File: src/design/qat_pkg.sv
// qat_pkg: shared types, constants and the sine/cosine table builder for the
// quad affine transform block. Used by every module but qat_fifo; depends on nothing.
package qat_pkg;

  // Command codes
  localparam logic [1:0] CMD_LOAD      = 2'd0;
  localparam logic [1:0] CMD_TRANSLATE = 2'd1;
  localparam logic [1:0] CMD_SCALE     = 2'd2;
  localparam logic [1:0] CMD_ROTATE    = 2'd3;

  // Field widths fixed by the interface
  localparam int CMD_W   = 2;
  localparam int SLOT_W  = 2;
  localparam int VAL_W   = 16;
  localparam int ANGLE_W = 10;
  localparam int K_W     = 16;   // Q4.12 factor or Q1.14 sine/cosine
  localparam int OUT_W   = 16;
  localparam int VNUM_W  = 2;

  // Fraction bits of the two multiplier formats
  localparam int SCALE_FRAC = 12;
  localparam int TRIG_FRAC  = 14;

  // Angle handling
  localparam int DEG_PER_HALF_TURN = 180;
  localparam int TRIG_STEPS        = 90;   // table entries for 0..89 degrees

  // Defaults for the top-level parameters
  localparam int VERTEX_COUNT_DEF = 4;
  localparam int COORD_WIDTH_DEF  = 16;

  // Queue depths
  localparam int CMDQ_DEPTH = 2;
  localparam int OUTQ_DEPTH = 4;

  typedef logic signed [K_W-1:0] trig_t;
  typedef trig_t trig_tab_t [TRIG_STEPS];

  // One decoded command as it travels from the front to the back
  typedef struct packed {
    logic [CMD_W-1:0]         cmd;
    logic [SLOT_W-1:0]        slot;
    logic signed [VAL_W-1:0]  xv;
    logic signed [VAL_W-1:0]  yv;
    logic signed [K_W-1:0]    k0;   // x weight of new x
    logic signed [K_W-1:0]    k1;   // y weight of new x
    logic signed [K_W-1:0]    k2;   // x weight of new y
    logic signed [K_W-1:0]    k3;   // y weight of new y
  } cmd_entry_t;

  // One reported vertex
  typedef struct packed {
    logic [VNUM_W-1:0]        vnum;
    logic signed [OUT_W-1:0]  x;
    logic signed [OUT_W-1:0]  y;
    logic                     last;
  } res_t;

  // Unsigned 64-bit quotient by shift and subtract; table building only
  function automatic longint unsigned div_u64(input longint unsigned num,
                                              input longint unsigned den);
    longint unsigned quo;
    longint unsigned part;
    quo  = '0;
    part = '0;
    for (int i = 63; i >= 0; i--) begin
      part = {part[62:0], num[i]};
      quo  = quo << 1;
      if (part >= den) begin
        part   = part - den;
        quo[0] = 1'b1;
      end
    end
    return quo;
  endfunction

  // Q1.14 sine or cosine of r degrees (0 <= r < 90) by a Q30 Taylor series,
  // rounded to nearest. Evaluated at elaboration only.
  function automatic trig_t trig_q14(input int unsigned r, input bit want_sin);
    longint unsigned pi_q30;
    longint unsigned one_q30;
    longint unsigned x;
    longint unsigned x2;
    longint unsigned term;
    longint unsigned d;
    longint unsigned k;
    longint acc;
    pi_q30  = 64'd3373259426;
    one_q30 = 64'd1073741824;
    x    = div_u64(64'(r) * pi_q30, 64'(DEG_PER_HALF_TURN));
    x2   = (x * x) >> 30;
    term = want_sin ? x : one_q30;
    acc  = longint'(term);
    for (k = 1; k <= 12; k++) begin
      d = want_sin ? (2 * k) * (2 * k + 1) : (2 * k - 1) * (2 * k);
      term = div_u64((term * x2) >> 30, d);
      if (k[0]) acc = acc - longint'(term);
      else      acc = acc + longint'(term);
    end
    if (acc < 0) acc = 0;
    return trig_t'(((64'(acc) * 64'd16384) + (64'd1 << 29)) >> 30);
  endfunction

  function automatic trig_tab_t build_trig_tab(input bit want_sin);
    trig_tab_t tab;
    for (int unsigned i = 0; i < TRIG_STEPS; i++) begin
      tab[i] = trig_q14(i, want_sin);
    end
    return tab;
  endfunction

endpackage

File: src/design/qat_fifo.sv
// qat_fifo: small first-in first-out queue of packed beats with fill count.
// Used for the command queue and the result queue; depends on nothing.
module qat_fifo #(
  parameter int WIDTH = 8,
  parameter int DEPTH = 2
) (
  input  logic                       clk,
  input  logic                       rst,
  input  logic                       push,
  input  logic [WIDTH-1:0]           din,
  input  logic                       pop,
  output logic [WIDTH-1:0]           dout,
  output logic                       full,
  output logic                       empty,
  output logic [$clog2(DEPTH+1)-1:0] count
);

  localparam int AW = (DEPTH > 1) ? $clog2(DEPTH) : 1;
  localparam int CW = $clog2(DEPTH + 1);

  logic [WIDTH-1:0] mem [DEPTH];
  logic [AW-1:0]    wr_ptr;
  logic [AW-1:0]    rd_ptr;
  logic             do_push;
  logic             do_pop;

  assign full    = (count == CW'(DEPTH));
  assign empty   = (count == '0);
  assign do_push = push && !full;
  assign do_pop  = pop && !empty;
  assign dout    = mem[rd_ptr];

  // Pointers and fill count
  always_ff @(posedge clk) begin
    if (rst) begin
      wr_ptr <= '0;
      rd_ptr <= '0;
      count  <= '0;
    end else begin
      if (do_push) wr_ptr <= (wr_ptr == AW'(DEPTH - 1)) ? '0 : wr_ptr + AW'(1);
      if (do_pop)  rd_ptr <= (rd_ptr == AW'(DEPTH - 1)) ? '0 : rd_ptr + AW'(1);
      if (do_push && !do_pop)      count <= count + CW'(1);
      else if (!do_push && do_pop) count <= count - CW'(1);
    end
  end

  // Storage
  always_ff @(posedge clk) begin
    if (do_push) mem[wr_ptr] <= din;
  end

endmodule

File: src/design/qat_front.sv
// qat_front: decodes one input beat into a command entry: reduces the angle
// to one turn, looks up sine and cosine, and picks the four weights. Uses qat_pkg.
module qat_front (
  input  logic [qat_pkg::CMD_W-1:0]           cmd,
  input  logic [qat_pkg::SLOT_W-1:0]          vertex_slot,
  input  logic signed [qat_pkg::VAL_W-1:0]    x_value,
  input  logic signed [qat_pkg::VAL_W-1:0]    y_value,
  input  logic signed [qat_pkg::K_W-1:0]      scale_value,
  input  logic signed [qat_pkg::ANGLE_W-1:0]  angle_degrees,
  output qat_pkg::cmd_entry_t                 entry
);

  localparam qat_pkg::trig_tab_t SIN_TAB = qat_pkg::build_trig_tab(1'b1);
  localparam qat_pkg::trig_tab_t COS_TAB = qat_pkg::build_trig_tab(1'b0);

  logic [10:0]         shifted;
  logic [8:0]          ang;
  logic [1:0]          quad;
  logic [6:0]          rem;
  qat_pkg::trig_t      s0;
  qat_pkg::trig_t      c0;
  qat_pkg::trig_t      s;
  qat_pkg::trig_t      c;

  // Angle modulo 360: offset by two turns, then take off whole turns
  always_comb begin
    shifted = 11'($signed({angle_degrees[qat_pkg::ANGLE_W-1], angle_degrees}) + 11'sd720);
    priority if (shifted >= 11'd1080) ang = 9'(shifted - 11'd1080);
    else if (shifted >= 11'd720)      ang = 9'(shifted - 11'd720);
    else if (shifted >= 11'd360)      ang = 9'(shifted - 11'd360);
    else                              ang = 9'(shifted);
  end

  // Quadrant and angle within it
  always_comb begin
    priority if (ang >= 9'd270) begin
      quad = 2'd3;
      rem  = 7'(ang - 9'd270);
    end else if (ang >= 9'd180) begin
      quad = 2'd2;
      rem  = 7'(ang - 9'd180);
    end else if (ang >= 9'd90) begin
      quad = 2'd1;
      rem  = 7'(ang - 9'd90);
    end else begin
      quad = 2'd0;
      rem  = 7'(ang);
    end
  end

  assign s0 = SIN_TAB[rem];
  assign c0 = COS_TAB[rem];

  // Quadrant symmetry
  always_comb begin
    unique case (quad)
      2'd0: begin
        s = s0;
        c = c0;
      end
      2'd1: begin
        s = c0;
        c = -s0;
      end
      2'd2: begin
        s = -s0;
        c = -c0;
      end
      default: begin
        s = -c0;
        c = s0;
      end
    endcase
  end

  // Weights: new x = x*k0 + y*k1, new y = x*k2 + y*k3
  always_comb begin
    entry.cmd  = cmd;
    entry.slot = vertex_slot;
    entry.xv   = x_value;
    entry.yv   = y_value;
    unique case (cmd)
      qat_pkg::CMD_SCALE: begin
        entry.k0 = scale_value;
        entry.k1 = '0;
        entry.k2 = '0;
        entry.k3 = scale_value;
      end
      qat_pkg::CMD_ROTATE: begin
        entry.k0 = c;
        entry.k1 = -s;
        entry.k2 = s;
        entry.k3 = c;
      end
      default: begin
        entry.k0 = '0;
        entry.k1 = '0;
        entry.k2 = '0;
        entry.k3 = '0;
      end
    endcase
  end

endmodule

File: src/design/qat_back.sv
// qat_back: holds the vertex store and runs each command over all vertices,
// one vertex per cycle while the result queue has room, through four shared
// multipliers and a rounding/saturation stage. Uses qat_pkg.
module qat_back #(
  parameter int VERTEX_COUNT = qat_pkg::VERTEX_COUNT_DEF,
  parameter int COORD_WIDTH  = qat_pkg::COORD_WIDTH_DEF,
  parameter int OUT_DEPTH    = qat_pkg::OUTQ_DEPTH
) (
  input  logic                           clk,
  input  logic                           rst,
  input  logic                           cmd_valid,
  input  qat_pkg::cmd_entry_t            cmd_entry,
  output logic                           cmd_pop,
  input  logic [$clog2(OUT_DEPTH+1)-1:0] out_count,
  output logic                           out_push,
  output qat_pkg::res_t                  out_beat
);

  localparam int IW   = $clog2(VERTEX_COUNT);
  localparam int PW   = COORD_WIDTH + qat_pkg::K_W;
  localparam int SW   = PW + 1;
  localparam int CNTW = $clog2(OUT_DEPTH + 1) + 1;

  localparam logic [1:0] SH_NONE = 2'd0;
  localparam logic [1:0] SH_Q12  = 2'd1;
  localparam logic [1:0] SH_Q14  = 2'd2;

  localparam logic signed [SW-1:0] SAT_HI = {{(SW-COORD_WIDTH+1){1'b0}},
                                             {(COORD_WIDTH-1){1'b1}}};
  localparam logic signed [SW-1:0] SAT_LO = {{(SW-COORD_WIDTH+1){1'b1}},
                                             {(COORD_WIDTH-1){1'b0}}};

  logic signed [COORD_WIDTH-1:0] vx [VERTEX_COUNT];
  logic signed [COORD_WIDTH-1:0] vy [VERTEX_COUNT];

  logic [IW-1:0]                 idx;
  logic                          issue;
  logic                          last_issue;
  logic                          load_hit;
  logic signed [COORD_WIDTH-1:0] cur_x;
  logic signed [COORD_WIDTH-1:0] cur_y;
  logic signed [PW-1:0]          m0, m1, m2, m3;
  logic signed [PW-1:0]          p0x_next, p1x_next, p0y_next, p1y_next;
  logic [1:0]                    shift_next;

  logic                          s1_valid;
  logic [IW-1:0]                 s1_idx;
  logic                          s1_last;
  logic [1:0]                    s1_shift;
  logic signed [PW-1:0]          p0x, p1x, p0y, p1y;

  logic signed [COORD_WIDTH-1:0] new_x;
  logic signed [COORD_WIDTH-1:0] new_y;

  // Divide by a power of two toward zero, then saturate to the store width
  function automatic logic signed [COORD_WIDTH-1:0] trunc_sat(
    input logic signed [SW-1:0] v,
    input logic [1:0]           sh
  );
    logic signed [SW-1:0] q;
    logic signed [SW-1:0] bias;
    unique case (sh)
      SH_Q12: begin
        bias = v[SW-1] ? (SW'(1) <<< qat_pkg::SCALE_FRAC) - SW'(1) : '0;
        q    = (v + bias) >>> qat_pkg::SCALE_FRAC;
      end
      SH_Q14: begin
        bias = v[SW-1] ? (SW'(1) <<< qat_pkg::TRIG_FRAC) - SW'(1) : '0;
        q    = (v + bias) >>> qat_pkg::TRIG_FRAC;
      end
      default: begin
        bias = '0;
        q    = v;
      end
    endcase
    if (q > SAT_HI)      return COORD_WIDTH'(SAT_HI);
    else if (q < SAT_LO) return COORD_WIDTH'(SAT_LO);
    else                 return COORD_WIDTH'(q);
  endfunction

  // Issue one vertex when a command waits and the result queue has room
  assign issue = cmd_valid &&
                 ((CNTW'(out_count) + CNTW'(s1_valid)) < CNTW'(OUT_DEPTH));
  assign last_issue = (idx == IW'(VERTEX_COUNT - 1));
  assign cmd_pop    = issue && last_issue;

  always_ff @(posedge clk) begin
    if (rst) begin
      idx <= '0;
    end else if (issue) begin
      idx <= last_issue ? '0 : idx + IW'(1);
    end
  end

  // Stage 1: read vertex, form the four products
  assign cur_x    = vx[idx];
  assign cur_y    = vy[idx];
  assign load_hit = (IW'(cmd_entry.slot) == idx) && (VERTEX_COUNT > (1 << qat_pkg::SLOT_W) ||
                    {1'b0, cmd_entry.slot} < (qat_pkg::SLOT_W+1)'(VERTEX_COUNT));
  assign m0 = PW'(cur_x) * PW'(cmd_entry.k0);
  assign m1 = PW'(cur_y) * PW'(cmd_entry.k1);
  assign m2 = PW'(cur_x) * PW'(cmd_entry.k2);
  assign m3 = PW'(cur_y) * PW'(cmd_entry.k3);

  always_comb begin
    unique case (cmd_entry.cmd)
      qat_pkg::CMD_LOAD: begin
        p0x_next   = load_hit ? PW'(cmd_entry.xv) : PW'(cur_x);
        p1x_next   = '0;
        p0y_next   = load_hit ? PW'(cmd_entry.yv) : PW'(cur_y);
        p1y_next   = '0;
        shift_next = SH_NONE;
      end
      qat_pkg::CMD_TRANSLATE: begin
        p0x_next   = PW'(cur_x);
        p1x_next   = PW'(cmd_entry.xv);
        p0y_next   = PW'(cur_y);
        p1y_next   = PW'(cmd_entry.yv);
        shift_next = SH_NONE;
      end
      qat_pkg::CMD_SCALE: begin
        p0x_next   = m0;
        p1x_next   = m1;
        p0y_next   = m2;
        p1y_next   = m3;
        shift_next = SH_Q12;
      end
      default: begin
        p0x_next   = m0;
        p1x_next   = m1;
        p0y_next   = m2;
        p1y_next   = m3;
        shift_next = SH_Q14;
      end
    endcase
  end

  always_ff @(posedge clk) begin
    if (rst) begin
      s1_valid <= 1'b0;
    end else begin
      s1_valid <= issue;
    end
  end

  always_ff @(posedge clk) begin
    if (issue) begin
      s1_idx   <= idx;
      s1_last  <= last_issue;
      s1_shift <= shift_next;
      p0x      <= p0x_next;
      p1x      <= p1x_next;
      p0y      <= p0y_next;
      p1y      <= p1y_next;
    end
  end

  // Stage 2: sum, scale down, saturate, write back and report
  assign new_x = trunc_sat(SW'(p0x) + SW'(p1x), s1_shift);
  assign new_y = trunc_sat(SW'(p0y) + SW'(p1y), s1_shift);

  always_ff @(posedge clk) begin
    if (rst) begin
      for (int i = 0; i < VERTEX_COUNT; i++) begin
        vx[i] <= '0;
        vy[i] <= '0;
      end
    end else if (s1_valid) begin
      vx[s1_idx] <= new_x;
      vy[s1_idx] <= new_y;
    end
  end

  assign out_push      = s1_valid;
  assign out_beat.vnum = qat_pkg::VNUM_W'(s1_idx);
  assign out_beat.x    = qat_pkg::OUT_W'(new_x);
  assign out_beat.y    = qat_pkg::OUT_W'(new_y);
  assign out_beat.last = s1_last;

endmodule

File: src/design/quad_affine_transform_top.sv
// quad_affine_transform_top: top level of the 2-D translate/scale/rotate engine.
// Instantiates qat_front, qat_fifo (command and result queues) and qat_back; uses qat_pkg.
//
// Usage:
//   Command channel: drive cmd and its fields with push high; a beat is taken
//   at a clock edge where push is high and full is low. Commands: load vertex,
//   translate, scale (Q4.12), rotate (whole degrees, counterclockwise).
//   Result channel: while empty is low the oldest vertex report is on
//   vertex_number/out_x/out_y/last_vertex; pop high with empty low takes it.
//   Every command yields VERTEX_COUNT reports in vertex order, the final one
//   with last_vertex set.
// Timing:
//   The back end works one vertex per cycle through four shared multipliers
//   while the result queue has room. The first report passes the command
//   queue, the stage 1 registers and the result queue before it is visible;
//   a two-entry command queue keeps the front taking beats.
// Reset: rst (synchronous, active high) clears all vertices to zero and
//   empties both queues.
// Stall: when the receiver stops popping, the four-entry result queue fills,
//   the back end holds, then the command queue fills and full rises.
module quad_affine_transform_top #(
  parameter int VERTEX_COUNT = qat_pkg::VERTEX_COUNT_DEF,
  parameter int COORD_WIDTH  = qat_pkg::COORD_WIDTH_DEF
) (
  input  logic                               clk,
  input  logic                               rst,
  input  logic                               push,
  output logic                               full,
  input  logic [qat_pkg::CMD_W-1:0]          cmd,
  input  logic [qat_pkg::SLOT_W-1:0]         vertex_slot,
  input  logic signed [qat_pkg::VAL_W-1:0]   x_value,
  input  logic signed [qat_pkg::VAL_W-1:0]   y_value,
  input  logic signed [qat_pkg::K_W-1:0]     scale_value,
  input  logic signed [qat_pkg::ANGLE_W-1:0] angle_degrees,
  output logic                               empty,
  input  logic                               pop,
  output logic [qat_pkg::VNUM_W-1:0]         vertex_number,
  output logic signed [qat_pkg::OUT_W-1:0]   out_x,
  output logic signed [qat_pkg::OUT_W-1:0]   out_y,
  output logic                               last_vertex
);

  localparam int CMD_BITS = $bits(qat_pkg::cmd_entry_t);
  localparam int RES_BITS = $bits(qat_pkg::res_t);
  localparam logic [qat_pkg::VNUM_W-1:0] LAST_NUM = qat_pkg::VNUM_W'(VERTEX_COUNT - 1);

  qat_pkg::cmd_entry_t front_entry;
  qat_pkg::cmd_entry_t head_entry;
  logic [CMD_BITS-1:0] head_bits;
  logic                cmdq_empty;
  logic [$clog2(qat_pkg::CMDQ_DEPTH+1)-1:0] cmdq_count;
  logic                cmd_pop;

  qat_pkg::res_t       res_in;
  qat_pkg::res_t       res_out;
  logic [RES_BITS-1:0] res_bits;
  logic                out_push;
  logic                outq_full;
  logic [$clog2(qat_pkg::OUTQ_DEPTH+1)-1:0] outq_count;

  // Front: decode the command beat
  qat_front u_front (
    .cmd           (cmd),
    .vertex_slot   (vertex_slot),
    .x_value       (x_value),
    .y_value       (y_value),
    .scale_value   (scale_value),
    .angle_degrees (angle_degrees),
    .entry         (front_entry)
  );

  // Command queue between front and back
  qat_fifo #(
    .WIDTH (CMD_BITS),
    .DEPTH (qat_pkg::CMDQ_DEPTH)
  ) u_cmdq (
    .clk   (clk),
    .rst   (rst),
    .push  (push),
    .din   (front_entry),
    .pop   (cmd_pop),
    .dout  (head_bits),
    .full  (full),
    .empty (cmdq_empty),
    .count (cmdq_count)
  );

  assign head_entry = qat_pkg::cmd_entry_t'(head_bits);

  // Back: per-vertex execution
  qat_back #(
    .VERTEX_COUNT (VERTEX_COUNT),
    .COORD_WIDTH  (COORD_WIDTH),
    .OUT_DEPTH    (qat_pkg::OUTQ_DEPTH)
  ) u_back (
    .clk       (clk),
    .rst       (rst),
    .cmd_valid (!cmdq_empty),
    .cmd_entry (head_entry),
    .cmd_pop   (cmd_pop),
    .out_count (outq_count),
    .out_push  (out_push),
    .out_beat  (res_in)
  );

  // Result queue
  qat_fifo #(
    .WIDTH (RES_BITS),
    .DEPTH (qat_pkg::OUTQ_DEPTH)
  ) u_outq (
    .clk   (clk),
    .rst   (rst),
    .push  (out_push),
    .din   (res_in),
    .pop   (pop),
    .dout  (res_bits),
    .full  (outq_full),
    .empty (empty),
    .count (outq_count)
  );

  assign res_out       = qat_pkg::res_t'(res_bits);
  assign vertex_number = res_out.vnum;
  assign out_x         = res_out.x;
  assign out_y         = res_out.y;
  assign last_vertex   = res_out.last;

  // Result queue never receives a beat it has no room for
  a_outq_room: assert property (@(posedge clk) disable iff (rst)
    out_push |-> !outq_full)
    else $error("result queue overflow");

  // Back end only retires a command that is present
  a_cmd_present: assert property (@(posedge clk) disable iff (rst)
    cmd_pop |-> (cmdq_count != '0))
    else $error("command retired from empty queue");

  // The final report of a run is the highest vertex
  a_last_index: assert property (@(posedge clk) disable iff (rst)
    (!empty && last_vertex) |-> (vertex_number == LAST_NUM))
    else $error("last_vertex on wrong vertex");

  // Reset leaves no reports waiting
  a_reset_empty: assert property (@(posedge clk)
    rst |=> empty)
    else $error("results pending after reset");

endmodule

File: config.mk
export PLATFORM = sky130hd
export DESIGN_NAME = quad_affine_transform_top
export DESIGN_NICKNAME = d
export VERILOG_FILES = /design/src/design/qat_pkg.sv /design/src/design/qat_fifo.sv /design/src/design/qat_front.sv /design/src/design/qat_back.sv /design/src/design/quad_affine_transform_top.sv
export SDC_FILE = /design/constraint.sdc
export NUM_CORES = 2
export LEC_CHECK = 0
export BUFFER_PORTS_ARGS = -buffer_cell sky130_fd_sc_hd__buf_2
export CORE_ASPECT_RATIO = 1.1
export CORE_MARGIN = 4
export CORE_UTILIZATION = 30
export DETAILED_ROUTE_END_ITERATION = 8
export MAX_ROUTING_LAYER = met4
export SYNTH_ARGS = -nofsm -noshare
export SYNTH_HDL_FRONTEND = slang
export SYNTH_SLANG_ARGS = --single-unit
File: constraint.sdc
create_clock -name clk -period 43 [get_ports clk]
set_input_delay 6.45 -clock clk [delete_from_list [all_inputs] [get_ports clk]]
set_output_delay 6.45 -clock clk [all_outputs]
set_load 0.005 [all_outputs]
## Yosys cells after proc, flatten, opt, wreduce, memory -nomap -nowiden

Memories as Yosys holds them, arrays and structs flattened. A register that Yosys moved wholly into a read port is not among the register bits.
Index checks and enable logic that the tools add are counted.

| word-level totals | value |
|---|---|
| bits of input ports | 66 |
| output and inout port bits | 37 |
| memory bits (writable) | 468 |
| bits in registers | 147 |
| memories | 6 |
| ROM bits | 4,096 |
| word-level logic and storage cells | 170 |

| cells by class | value |
|---|---|
| $mul | 4 |
| reduce and logical (&&, ||, !) cells | 27 |
| magnitude comparators | 12 |
| muxes and demuxes | 65 |
| bitwise logic cells | 1 |
| add/subtract/negate cells | 26 |
| equal/unequal tests | 14 |

Memory list:

| memory | depth | bits a word | read ports | clocked after Yosys merged registers in | wr ports | RTL line | RTL |
|---|---|---|---|---|---|---|---|
| (name not given) | 128 | 16 | 1 | 0 | 0 | qat_front.sv:51 | `assign s0 = SIN_TAB[rem];` |
| (name not given) | 128 | 16 | 1 | 0 | 0 | qat_front.sv:52 | `assign c0 = COS_TAB[rem];` |
| u_cmdq.mem | 2 | 100 | 1 | 1 | 1 | qat_fifo.sv:21 | `logic [WIDTH-1:0] mem [DEPTH];` |
| u_outq.mem | 4 | 35 | 1 | 1 | 1 | qat_fifo.sv:21 |  |
| u_back.vx | 4 | 16 | 1 | 1 | 4 | qat_back.sv:33 | `logic signed [COORD_WIDTH-1:0] vx [VERTEX_COUNT];` |
| u_back.vy | 4 | 16 | 1 | 1 | 4 | qat_back.sv:34 | `logic signed [COORD_WIDTH-1:0] vy [VERTEX_COUNT];` |

Operators by type and width:

| kind | number |
|---|---|
| $pmux W32 S2 | 4 |
| $mux W16 | 10 |
| $add A33 B33 Y33 | 4 |
| $pmux W33 S2 | 2 |
| $mul A16 B16 Y32 | 4 |
| $pmux W64 S2 | 1 |
| $pmux W16 S3 | 2 |
| $add A32 B32 Y33 | 2 |
| $gt A33 B16 Y1 const B | 2 |
| $lt A33 B16 Y1 const B | 2 |
| $mux W32 | 2 |
| $neg A16 Y16 | 3 |
| $reduce_or A16 Y1 | 2 |
| $mux W2 | 15 |
| $mux W14 | 2 |
| $mux W9 | 3 |
| $mux W12 | 2 |
| $mux W7 | 3 |
| $eq A2 B2 Y1 const B | 9 |
| $mux W1 | 16 |
| $add A10 B11 Y11 const B | 1 |
| $ge A11 B10 Y1 const B | 1 |
| $ge A11 B11 Y1 const B | 1 |
| $ge A11 B9 Y1 const B | 1 |
| 29 further kinds | 55 |

## Logic depth before layout (Yosys ltp)

| depth | value |
|---|---|
| word-level depth | 17 |
| mapped depth | 39 |
| gate-level depth less buffers | 35 |

## Cells and area by module

From an unflattened synthesis, not the netlist that was laid out.

| second synthesis, totals | value |
|---|---|
| cells, all modules | 7,957 |
| area, all modules | 78,341.4 um^2 |

Modules (own cells, without submodules):

| module | instances | cells each | sequential area each (um^2) | area an instance (um^2) |
|---|---|---|---|---|
| qat_back | 1 | 6,220 | 7,937.6 | 57,595.2 |
| qat_front | 1 | 1,167 | 0.0 | 7,776.2 |
| qat_fifo at u_cmdq | 1 | 336 | 6,105.9 | 7,429.6 |
| qat_fifo at u_outq | 1 | 233 | 4,384.2 | 5,536.6 |
| quad_affine_transform_top | 1 | 1 | 0.0 | 3.8 |

## Least setup slack after synthesis

No wires, ideal clock.

| path | value |
|---|---|
| path kind | in2reg |
| start | in angle_degrees[4] (netlist name) |
| end | mem u_cmdq.mem[0][45] (netlist name) (data pin) |
| arrival | 13.987 ns |
| setup time | 0.158 ns |
| path slack | 28.856 ns |
| buffers on the path | 3 |
| required time | 42.842 ns |
| cell stages on the path | 34 |
| cells stage by stage | buf_2 -> inv_1 -> ha_1 -> nor2_1 -> o211ai_1 -> a211oi_2 -> o31a_2 -> nor2_4 -> ha_1 -> nand2_1 -> o32ai_1 -> o21a_1 -> a2bb2oi_2 -> nor3_1 -> o31a_1 -> nor2_1 -> inv_1 -> clkbuf_1 -> clkbuf_1 -> ha_1 -> a21oi_1 -> nor3_1 -> a311o_1 -> or4_1 -> and4_4 -> a221oi_4 -> o31ai_2 -> nor4_2 -> nand2_1 -> xor2_1 -> a221o_1 -> or4_1 -> or3_1 -> a21oi_1 |

RTL lines:

| item | RTL line | RTL |
|---|---|---|
| start: declaration | quad_affine_transform_top.sv:34 | `input logic signed [qat_pkg::ANGLE_W-1:0] angle_degrees,` |
| end: declaration | qat_fifo.sv:21 |  |

==> results.cfg <==
[outcome]
status = finished clean

[setup_path]
path_buf_inv = 3
crit_family = compound AO/OA/AOI/OAI gates
crit_top_cell = ha_1
slowest_delay_ps = 820
crit_arrival_ps = 16150
crit_fanout = 23
cp_slowest_cell = nor4b_1
startpoint_type = input pin
startpoint = angle_degrees[4]
worstReg2RegStart = u_back.p0x[0]
worst-setup-path-type = in -> reg
critPathRequiredTime_ps = 43390
end_kind = register

[global_route]
antenna_found_initial = 8
first_global_vias = 59458
grt_pass1_wl_um = 368000
grtUsageTotal_pct = 19.5
overflow = 0
grt_max_degree = 72

[layout]
nNetsFinal = 9177
final_area_um2 = 80500
fin_util_pct = 33.0
syn_to_final_growth_pct = 9.39
drive_gt1_share_pct = 7.75
fill_cells = 25055

[synth]
synth_xor_area_share_pct = 3.71
synth_top_family_by_area = adder cells
synth_mux_area_share_pct = 4.00
synthSimpleGateAreaFrac_pct = 12.7
synth_ff_type = edfxtp_1
synthAdderAreaFrac_pct = 36.5
netlist_area_um2 = 73600
synth_compound_area_share_pct = 11.2
synthCells = 7626
syn_nets = 9206
synth-edff-count = 567
ys_seq_area_share_pct = 23.7
ys_types = 112
ys_ff_latch = 586
syn_area_per_cell_um2 = 9.65
synth-async-reset-ratio_pct = 0
synth_warnings = 0

[route]
dr.pass1.iters = 6
drt_iter0_drc = 5084
ant_nets = 0
wl_per_cell_um = 22.1
wirelength_um = 241000
via_count = 56985
drc = 0
vias_per_cell = 5.22

[die]
die_h_um = 527
die_x_um = 480
rows = 190
die-area_um2 = 253000
pin_count = 103
fp.coreArea_um2 = 244000
initial_core_util_pct = 30.2

[hold_path]
min-delay-start = u_back.s1_last
holdCritPathClass = reg -> reg

[placement]
place_congestion = 0.941
post_dp_cell_area_um2 = 78300
io_buffers = 102
pre_cts_slack_ps = 26890
dpl.hpwl_um = 187000

[clocking]
root_buffer = clkbuf_16
cts_buffers = 68
cts_tree = built
cts_resized = 0
clockBufferDepth = 3
postCtsHoldBufs = 0
htreeDepth = 3
cts.sinks = 586
clk_pin_slew_ps = 60
post-cts-setup-buffers = 0
insertion_delay_ps = 700

[timing]
hold_viol = 0
fin_crit_ps = 15770
tightestPinTransition_ps = 1310
grt_setup_unrepaired = no
finalSetupViolCount = 0
fmax_mhz = 63.4
fin_ws_ps = 27230
fin_skew_ps = 43.8
max_slew_margin_pct = 11.8
fin_tns_setup_ps = 0
post-route-period-util_pct = 36.7
timing.final.max_slew_violations = 0

[flow_run]
drv_cap = 0
## cells by family after synthesis
family / Yosys count
buffers and inverters: 1605
xor gates and xnor gates: 307
and+or+nand+nor: 2134
muxes: 240
AOI/OAI and AO/OA: 1240
adders and majority gates: 1514
DFF: 586
## path summary, 6_finish.rpt
kind                            depth (start not counted)  slack, ps           endpoint
worst min register to register                          0        500   u_outq.mem[1][0]
worst max register to register                         32      32230  u_outq.mem[0][25]
worst min-delay path                                    0        500   u_outq.mem[1][0]
worst max-delay path                                   30      27230  u_cmdq.mem[0][46]
## synth_stat cells (33+ instances only)
cell | instances | area share [%]
inv_1 | 1233 | 6.3
fa_1 | 1051 | 29
nand2_1 | 848 | 4.3
nor2_1 | 731 | 3.7
edfxtp_1 | 567 | 23
ha_1 | 463 | 7.9
a21oi_1 | 325 | 2.2
clkbuf_1 | 300 | 1.5
o21ai_0 | 261 | 1.8
xnor2_1 | 206 | 2.5
mux2i_1 | 126 | 1.7
nor3_1 | 110 | 0.75
nand3_1 | 103 | 0.70
xor2_1 | 97 | 1.2
mux2_2 | 78 | 1.2
nand2b_1 | 68 | 0.58
a21o_1 | 65 | 0.66
a211oi_1 | 58 | 0.59
o21bai_1 | 55 | 0.56
o21a_1 | 45 | 0.46
buf_1 | 41 | 0.21
o22ai_1 | 41 | 0.35
o211ai_1 | 37 | 0.38
and3_1 | 36 | 0.31
nand4_1 | 36 | 0.31
nor2b_1 | 36 | 0.31
mux4_2 | 35 | 1.1
and2_1 | 33 | 0.28
## worst reg2reg max path: cells and delay by family (launching register included)
family / cells / cell delay (ps)
simple gates: 6 / 1590
buf+inv: 3 / 770
fa+ha+maj: 3 / 1060
xor+xnor: 1 / 180
flops: 1 / 340
compound gates: 19 / 6650
## layout make-up
| cell class | instances | area [um2] | share of cell area (%) |
|---|---|---|---|
| repair buffers | 269 | 1760 | 2.19 |
| multi-input cells | 5435 | 50400 | 62.6 |
| diodes | 7 | 17.5 | 0.0218 |
| well taps | 3264 | 4080 | 5.08 |
| clock inverters | 44 | 389 | 0.484 |
| inverters | 1237 | 4640 | 5.77 |
| clock buffers | 79 | 1760 | 2.19 |
| flip-flops and latches | 586 | 17400 | 21.6 |
## placed cells by master (no fill, tap or decap), drive strengths merged, types with 37 or more instances in the layout
master     n
xnor2    209
inv     1240
edfxtp   567
ha       463
fa      1051
nand3    103
o21a      46
o21bai    55
mux2i    126
xor2      98
nor3     111
nand2    848
a21oi    326
o21ai    282
nor2     734
a211oi    61
nand2b    68
clkbuf    80
buf      268
mux2      79
a21o      65
o22ai     41
o211ai    37
## metrics by stage
step	cells	hold slack (ps)
finish	10921	496
global route	10917	539
CTS	10913	511
detailed placement	10790	505
global placement	10790	486
floorplan	7626	459
## flip-flops by register name, indices dropped and copies added (netlist names), 2 cells and up, named ones only
name / count
u_back.idx: 2
u_back.p0x: 32
u_back.p0y: 32
u_back.p1x: 32
u_back.p1y: 32
u_back.s1_idx: 2
u_back.s1_shift: 2
u_back.vx: 64
u_back.vy: 64
u_cmdq.count: 2
u_cmdq.mem: 166
u_outq.count: 3
u_outq.mem: 140
u_outq.rd_ptr: 2
u_outq.wr_ptr: 2
## routing by layer
metal / global-route usage [%] / wire (um)
met5: - / 0
met4: 9.73 / 14600
met2: 30.9 / 113000
met3: 2.73 / 17600
met1: 24.4 / 96600
Power is not shown: default switching activity piles up to over one toggle a cycle in this logic, so the estimate is an artifact.
